`src/sv/pmrp_pkg.sv`:
```
// shared types and constants for the point-in-mesh ray parity block
// no dependencies
`default_nettype none
package pmrp_pkg;

    localparam int SLOT_W   = 11;
    localparam int CORNER_W = 10;
    localparam int VCNT_W   = 11;
    localparam int FCNT_W   = 12;
    localparam int CFG_W    = 12;
    localparam int QDEPTH   = 4;
    localparam int QAW      = 2;

    typedef enum logic [1:0] {
        FUNC_VERTEX   = 2'd0,
        FUNC_TRIANGLE = 2'd1,
        FUNC_QUERY    = 2'd2,
        FUNC_NONE     = 2'd3
    } func_t;

    typedef enum logic [0:0] {
        REG_VERTEX_COUNT = 1'b0,
        REG_FACE_COUNT   = 1'b1
    } reg_idx_t;

    // one queued item between front and back
    typedef struct packed {
        func_t                kind;
        logic [SLOT_W-1:0]    slot;
        logic [CORNER_W-1:0]  ca;
        logic [CORNER_W-1:0]  cb;
        logic [CORNER_W-1:0]  cc;
    } item_t;

endpackage
`default_nettype wire

```
`src/sv/pmrp_front.sv`:
```
// front end: accepts items, drops the ones that do nothing, queues the rest
// depends on pmrp_pkg
`default_nettype none
module pmrp_front import pmrp_pkg::*; #(
    parameter int COORD_BITS    = 24,
    parameter int MAX_VERTICES  = 1024,
    parameter int MAX_TRIANGLES = 2048
) (
    input  wire logic                    clk,
    input  wire logic                    rst_n,
    input  wire logic                    push,
    output logic                         full,
    input  wire logic [1:0]              func,
    input  wire logic [SLOT_W-1:0]       slot,
    input  wire logic [COORD_BITS-1:0]   coord_x,
    input  wire logic [COORD_BITS-1:0]   coord_y,
    input  wire logic [COORD_BITS-1:0]   coord_z,
    input  wire logic [CORNER_W-1:0]     corner_a,
    input  wire logic [CORNER_W-1:0]     corner_b,
    input  wire logic [CORNER_W-1:0]     corner_c,
    input  wire logic                    q_pop,
    output logic                         q_empty,
    output item_t                        q_item,
    output logic [3*COORD_BITS-1:0]      q_point
);

    item_t                   item_mem_reg [QDEPTH];
    logic [3*COORD_BITS-1:0] pt_mem_reg   [QDEPTH];
    logic [QAW-1:0]          wr_ptr_reg, wr_ptr_next;
    logic [QAW-1:0]          rd_ptr_reg, rd_ptr_next;
    logic [QAW:0]            cnt_reg, cnt_next;
    logic                    keep;
    logic                    wr;
    logic                    rd;
    func_t                   kind;
    item_t                   new_item;

    assign kind = func_t'(func);

    always_comb
    begin
        unique case (kind)
            FUNC_VERTEX:   keep = 32'(slot) < 32'(MAX_VERTICES);
            FUNC_TRIANGLE: keep = 32'(slot) < 32'(MAX_TRIANGLES);
            FUNC_QUERY:    keep = 1'b1;
            default:       keep = 1'b0;
        endcase
    end

    assign full    = (cnt_reg == (QAW+1)'(QDEPTH));
    assign q_empty = (cnt_reg == '0);
    assign wr      = push && !full && keep;
    assign rd      = q_pop && !q_empty;

    assign new_item.kind = kind;
    assign new_item.slot = slot;
    assign new_item.ca   = corner_a;
    assign new_item.cb   = corner_b;
    assign new_item.cc   = corner_c;

    assign wr_ptr_next = wr ? wr_ptr_reg + 1'b1 : wr_ptr_reg;
    assign rd_ptr_next = rd ? rd_ptr_reg + 1'b1 : rd_ptr_reg;
    assign cnt_next    = cnt_reg + (QAW+1)'(wr) - (QAW+1)'(rd);

    always_ff @(posedge clk or negedge rst_n)
    begin
        if (!rst_n)
        begin
            wr_ptr_reg <= '0;
            rd_ptr_reg <= '0;
            cnt_reg    <= '0;
        end
        else
        begin
            wr_ptr_reg <= wr_ptr_next;
            rd_ptr_reg <= rd_ptr_next;
            cnt_reg    <= cnt_next;
        end
    end

    always_ff @(posedge clk)
    begin
        if (wr)
        begin
            item_mem_reg[wr_ptr_reg] <= new_item;
            pt_mem_reg[wr_ptr_reg]   <= {coord_z, coord_y, coord_x};
        end
    end

    assign q_item  = item_mem_reg[rd_ptr_reg];
    assign q_point = pt_mem_reg[rd_ptr_reg];

endmodule
`default_nettype wire

```
`config.mk`:
```
export PLATFORM = sky130hd
export DESIGN_NAME = pmrp_front
export DESIGN_NICKNAME = d
export VERILOG_FILES = /design/src/sv/pmrp_pkg.sv /design/src/sv/pmrp_front.sv
export SDC_FILE = /design/constraint.sdc
export NUM_CORES = 1
export LEC_CHECK = 0
export BUFFER_PORTS_ARGS = -buffer_cell sky130_fd_sc_hd__buf_2
export CORE_MARGIN = 4
export CORE_UTILIZATION = 33
export CTS_BUF_LIST = sky130_fd_sc_hd__clkbuf_4 sky130_fd_sc_hd__clkbuf_8 sky130_fd_sc_hd__clkbuf_16
export DETAILED_ROUTE_END_ITERATION = 16
export PLACE_DENSITY_LB_ADDON = 0.05
export SETUP_SLACK_MARGIN = 0.05
export SYNTH_ARGS = -nofsm -noshare
export SYNTH_HDL_FRONTEND = slang
export SYNTH_SLANG_ARGS = --single-unit
```
`constraint.sdc`:
```
create_clock -name clk -period 4.6 [get_ports clk]
set_clock_uncertainty 0.1 [all_clocks]
set_input_delay 0.92 -clock clk [delete_from_list [all_inputs] [get_ports clk]]
set_output_delay 0.92 -clock clk [all_outputs]
set_load 0.01 [all_outputs]
```
# Word level (Yosys, flattened, before mapping)
# Memories as Yosys holds them, arrays and structs flattened.
# Index checks and enable logic that the tools add are counted.
[totals]
reg_bits = 7
mem_bits_rw = 460
input_bits = 119
output_inout_bits = 117
elab_cells = 24
n_memories = 2
[op_classes]
n_addsub = 4
n_lt_le_gt_ge = 1
n_eq_ne = 3
n_mux = 3
n_reduce_logical = 8
[memory_table]
columns = ["name", "depth", "word_bits", "read_ports", "rd_ports_with_merged_regs", "wr", "line_no", "rtl"]
rows = [
  ["pt_mem_reg", 4, 72, 1, 0, 1, "pmrp_front.sv:28", "logic [3*COORD_BITS-1:0] pt_mem_reg [QDEPTH];"],
  ["item_mem_reg", 4, 43, 1, 0, 1, "pmrp_front.sv:27", "item_t item_mem_reg [QDEPTH];"],
]
[op_table]
columns = ["op", "count"]
rows = [
  ["$lt 11x11->1 const B", 1],
  ["$add 2x1->2 const B", 2],
  ["$add 3x1->3", 1],
  ["$eq 3x3->1 const B", 1],
  ["$logic_and 1x1->1", 3],
  ["$logic_not 3->1", 1],
  ["$sub 3x1->3", 1],
  ["$eq 2x1->1 const B", 1],
  ["$eq 2x2->1 const B", 1],
  ["$logic_not 1->1", 2],
  ["$logic_not 2->1", 1],
  ["$mux 1", 2],
  ["$pmux 1 s2", 1],
  ["$reduce_or 2->1", 1],
]

# Depth between registers and ports, before layout
[logic_depth]
ltp_word = 6
mapped_depth = 11
ltp_nobuf = 11

# Worst setup path after synthesis
# Ideal clock, no wire load.
[synth_timing]
path_kind = "input port to flip-flop"
start = "input port func[0]"
end = "memory item_mem_reg[2][0] (netlist bit) (enable)"
setup_ns = 0.487
arrival_time_ns = 4.408
required_ns = 4.013
path_slack_ns = -0.395
cell_stages = 5
n_path_buf = 0
path_cell_list = "inv_1 -> ha_1 -> inv_1 -> a2111oi_4 -> and2_1"
[synth_via]
elab_chain_cells = 6
word_cells_on_any_way = 8
classes_between = "eq/ne: 2; mux: 3; reduce/logical: 3"
[synth_rtl]
columns = ["element", "line_no", "rtl"]
rows = [
  ["start: declaration", "pmrp_front.sv:13", "input wire logic [1:0] func,"],
  ["$eq 2x2->1 or $eq 2x1->1 (tied branches)", "pmrp_front.sv:42", "unique case (kind)"],
  ["$reduce_or 2->1 (no line)", "n/a", ""],
  ["$pmux 1 s2 *", "pmrp_front.sv:42", ""],
  ["$logic_and 1x1->1 *", "pmrp_front.sv:52", "assign wr = push && !full && keep;"],
  ["$mux 1 *", "pmrp_front.sv:83", "if (wr)"],
  ["$mux 1 (not written as such) *", "pmrp_front.sv:85", "item_mem_reg[wr_ptr_reg] <= new_item;"],
  ["end: declaration", "pmrp_front.sv:27", ""],
]
# Every way passes the cells marked *; elsewhere a longest branch is shown, timed or not.

==> results.toml <==
[power_and_ir_drop]
combPwrFrac_pct = 26.2
power_density_mw_per_mm2 = 604
seqPwrFrac_pct = 42.4
cellInternalPower_mw = 9.07
switchingPower_mw = 3.51
clkPwrFrac_pct = 31.3
switching_share_pct = 27.9
p_leak_nw = 7.01
fin_total_pwr_mw = 12.6
ir_worst_vdd_mv = 0.322

[clock_tree]
ctsLongestPathBuffers = 3
cts_root_buf = "clkbuf_16"
postCtsSetupRepairBufs = 0
clkTransAtPathRegs_ns = 0.06
holdBufCountCts = 0
cts_buffers = 50
h-tree-depth = 2
ctsResizeCount = 0
cts_tree = "yes"
clock_sinks = 467
insertion_delay_ns = 0.56

[die]
start_util_pct = 33.3
die_x_um = 235
ioPinCount = 236
fp.dieH_um = 235
row_count = 83
core_area_sq_mm = 0.0512
dieArea_sq_mm = 0.0554

[cells_and_area]
final.fill_count = 4545
seqCellArea_sq_mm = 0.0140
syn_to_final_growth_pct = 22.2
postLayoutCoreUtil_pct = 40.7
multiInputGateArea_sq_mm = 0.00288
drive_above_1_share_pct = 47.3
largest_reg_flops = 288
nets = 1046

[routing]
drtAntennaViolNets = 0
drtIter0Drc = 416
drt_wl_total_um = 37600
drt-wirelength-per-cell_um = 22.9
drc = 0
num_vias = 7570
first_pass_iters = 4
via_per_inst = 4.61

[synthesis]
synth_edf_count = 460
async_flop_share_pct = 1.50
syn_area_sq_mm = 0.0170
yosysWarnings = 0
synth_top_area_share_pct = 81.0
syn_avg_cell_area_sq_um = 26.5
synthDistinctLibCells = 20
synth.most_common_cell = "edfxtp_1"
synth_flop_cell = "edfxtp_1"
yosysSeqAreaShare_pct = 82.1
synthTopCellsByArea = "edfxtp_1 81%, mux4_2 15%, dfrtp_1 1.0%, ha_1 0.59%, buf_2 0.41%"
synth_fp_nets = 771
syn_inst = 643
synth_commonest_cells = "460 x edfxtp_1, 115 x mux4_2, 14 x buf_2, 10 x inv_1, 8 x ha_1"
synth_top_area_cell = "edfxtp_1"
synth-seq-cells = 467

[worst_setup_path]
crit_fanout = 31
start_kind = "register"
arrival_ns = 2.63
required_ns = 3.58
crit_chain = "buf_12, mux4_2, buf_2"
crit_path_end_kind = "primary output"
slowest_delay_ns = 0.92
worstSetupPathType = "register to primary output"
crit_path_top_delay_cell = "dfrtp_4"

[timing]
worst_pin_slew_ns = 0.743
fin_crit_ns = 3.65
slew_violations = 0
fin_crit_sh_pct = 79.4
final_hold_viol_count = 0
max_freq_ghz = 0.274
setup_viol = 0
rsz0062_at_grt = "false"
maxSlewHeadroom_pct = 50.5
setup_tns_ns = 0

[placed_design]
gp_congestion = 0.698
io_buffers = 235
hpwl_um = 23100

[run_status]
status = "finished, final reports clean"

[global_routing]
grt_pass1_wl_um = 56400
grt_pass1_vias = 8419
grt_antenna_before_repair = 10
track_usage_pct = 13.5
grt_max_degree = 70
grt_remaining_overflow = 0

[job]
timing.max_cap.violations = 0

[min_path]
hold_path.class = "input port to asynchronous set/reset pin"
-- per-stage QoR --
stage                     hold slack (ns)  worst slack, ns  instance area [sq um]  std cells
after global routing               0.0756            0.725                  20800       1638
after detailed placement            0.462             1.12                  19200       1546
after floorplan                     0.435            0.860                  17100        643
final                              0.0932            0.948                  20800       1641
after CTS                          0.0607            0.819                  20800       1637
after global placement              0.448             1.14                  19200       1546
-- placed cells by master, fill, tap and decap left out --
master and n:
nand2_1 1, dfrtp_4 2, buf_12 12, inv_1 10, buf_2 235, mux4_2 115, ha_1 8, clkinv_1 12
clkinv_2 7, nor3_1 1, edfxtp_1 460, xor2_1 1, mux2_4 1, nor3b_2 1, inv_6 1, fa_1 1
dfrtp_1 5, and2_4 4, bufinv_16 5, diode_2 4, xnor2_1 4, clkbuf_16 51, buf_4 2, o31a_1 1
clkinvlp_4 1, a2111oi_4 1, clkbuf_4 14, nand2b_4 1
-- final timing paths --
check                         startpoint                end  slack (ns)  cells after the start
max                        rd_ptr_reg[0]         q_item[38]        0.95                      3
min                                rst_n      rd_ptr_reg[0]        0.09                      1
max reg2reg                   cnt_reg[2]         cnt_reg[2]        2.06                      9
min reg2reg                wr_ptr_reg[1]      wr_ptr_reg[1]        0.48                      1
max in group asynchronous          rst_n      rd_ptr_reg[1]        4.11                      1
min in group clk              coord_z[9]  pt_mem_reg[1][57]        0.45                      1
-- power groups by stage --
stage | registers [mW] | logic [mW] | clock network (mW)
2_1_floorplan | 5.30 | 2.15 | 0
3_3_place_gp | 5.42 | 3.41 | 0
3_5_place_dp | 5.44 | 3.45 | 0
4_1_cts | 5.35 | 3.45 | 4.08
5_1_grt | 5.39 | 3.57 | 4.28
6_report | 5.34 | 3.30 | 3.94
-- final cells by class --
type	count	area share, %
Tap cell	680	4.08
Sequential cell	467	67.2
Timing Repair Buffer	249	6.87
Antenna cell	4	0.0481
Clock buffer	65	6.63
Multi-Input combinational cell	140	13.8
Clock inverter	26	1.18
Inverter	10	0.180
-- layer usage --
| layer | up-vias | part of all wire, % | global-route usage, % |
|---|---|---|---|
| met2 | 166 | 52 | 23.2 |
| met3 | 71 | 6.2 | 4.51 |
| li1 | 3336 | - | - |
| met5 | - | 0.10 | 0 |
| met1 | 3989 | 40 | 16.4 |
| met4 | 8 | 2.2 | 3.72 |
-- worst max-delay path, delay by kind of cell (launching register included) --
kind / cells / cell delay [ns]
muxes: 1 / 0.61
buffers and inverters: 2 / 0.49
DFF: 1 / 0.92
-- logic make-up after synthesis --
| family | after synthesis | share of synthesized area, % |
|---|---|---|
| buf+inv | 36 | 1.14 |
| flops | 467 | 82.1 |
| fa+ha+maj | 9 | 0.705 |
| simple gates | 8 | 0.352 |
| compound gates | 2 | 0.213 |
| mux | 116 | 15.3 |
| xor+xnor | 5 | 0.257 |
Note: power is estimated with default switching activity, not from simulation.
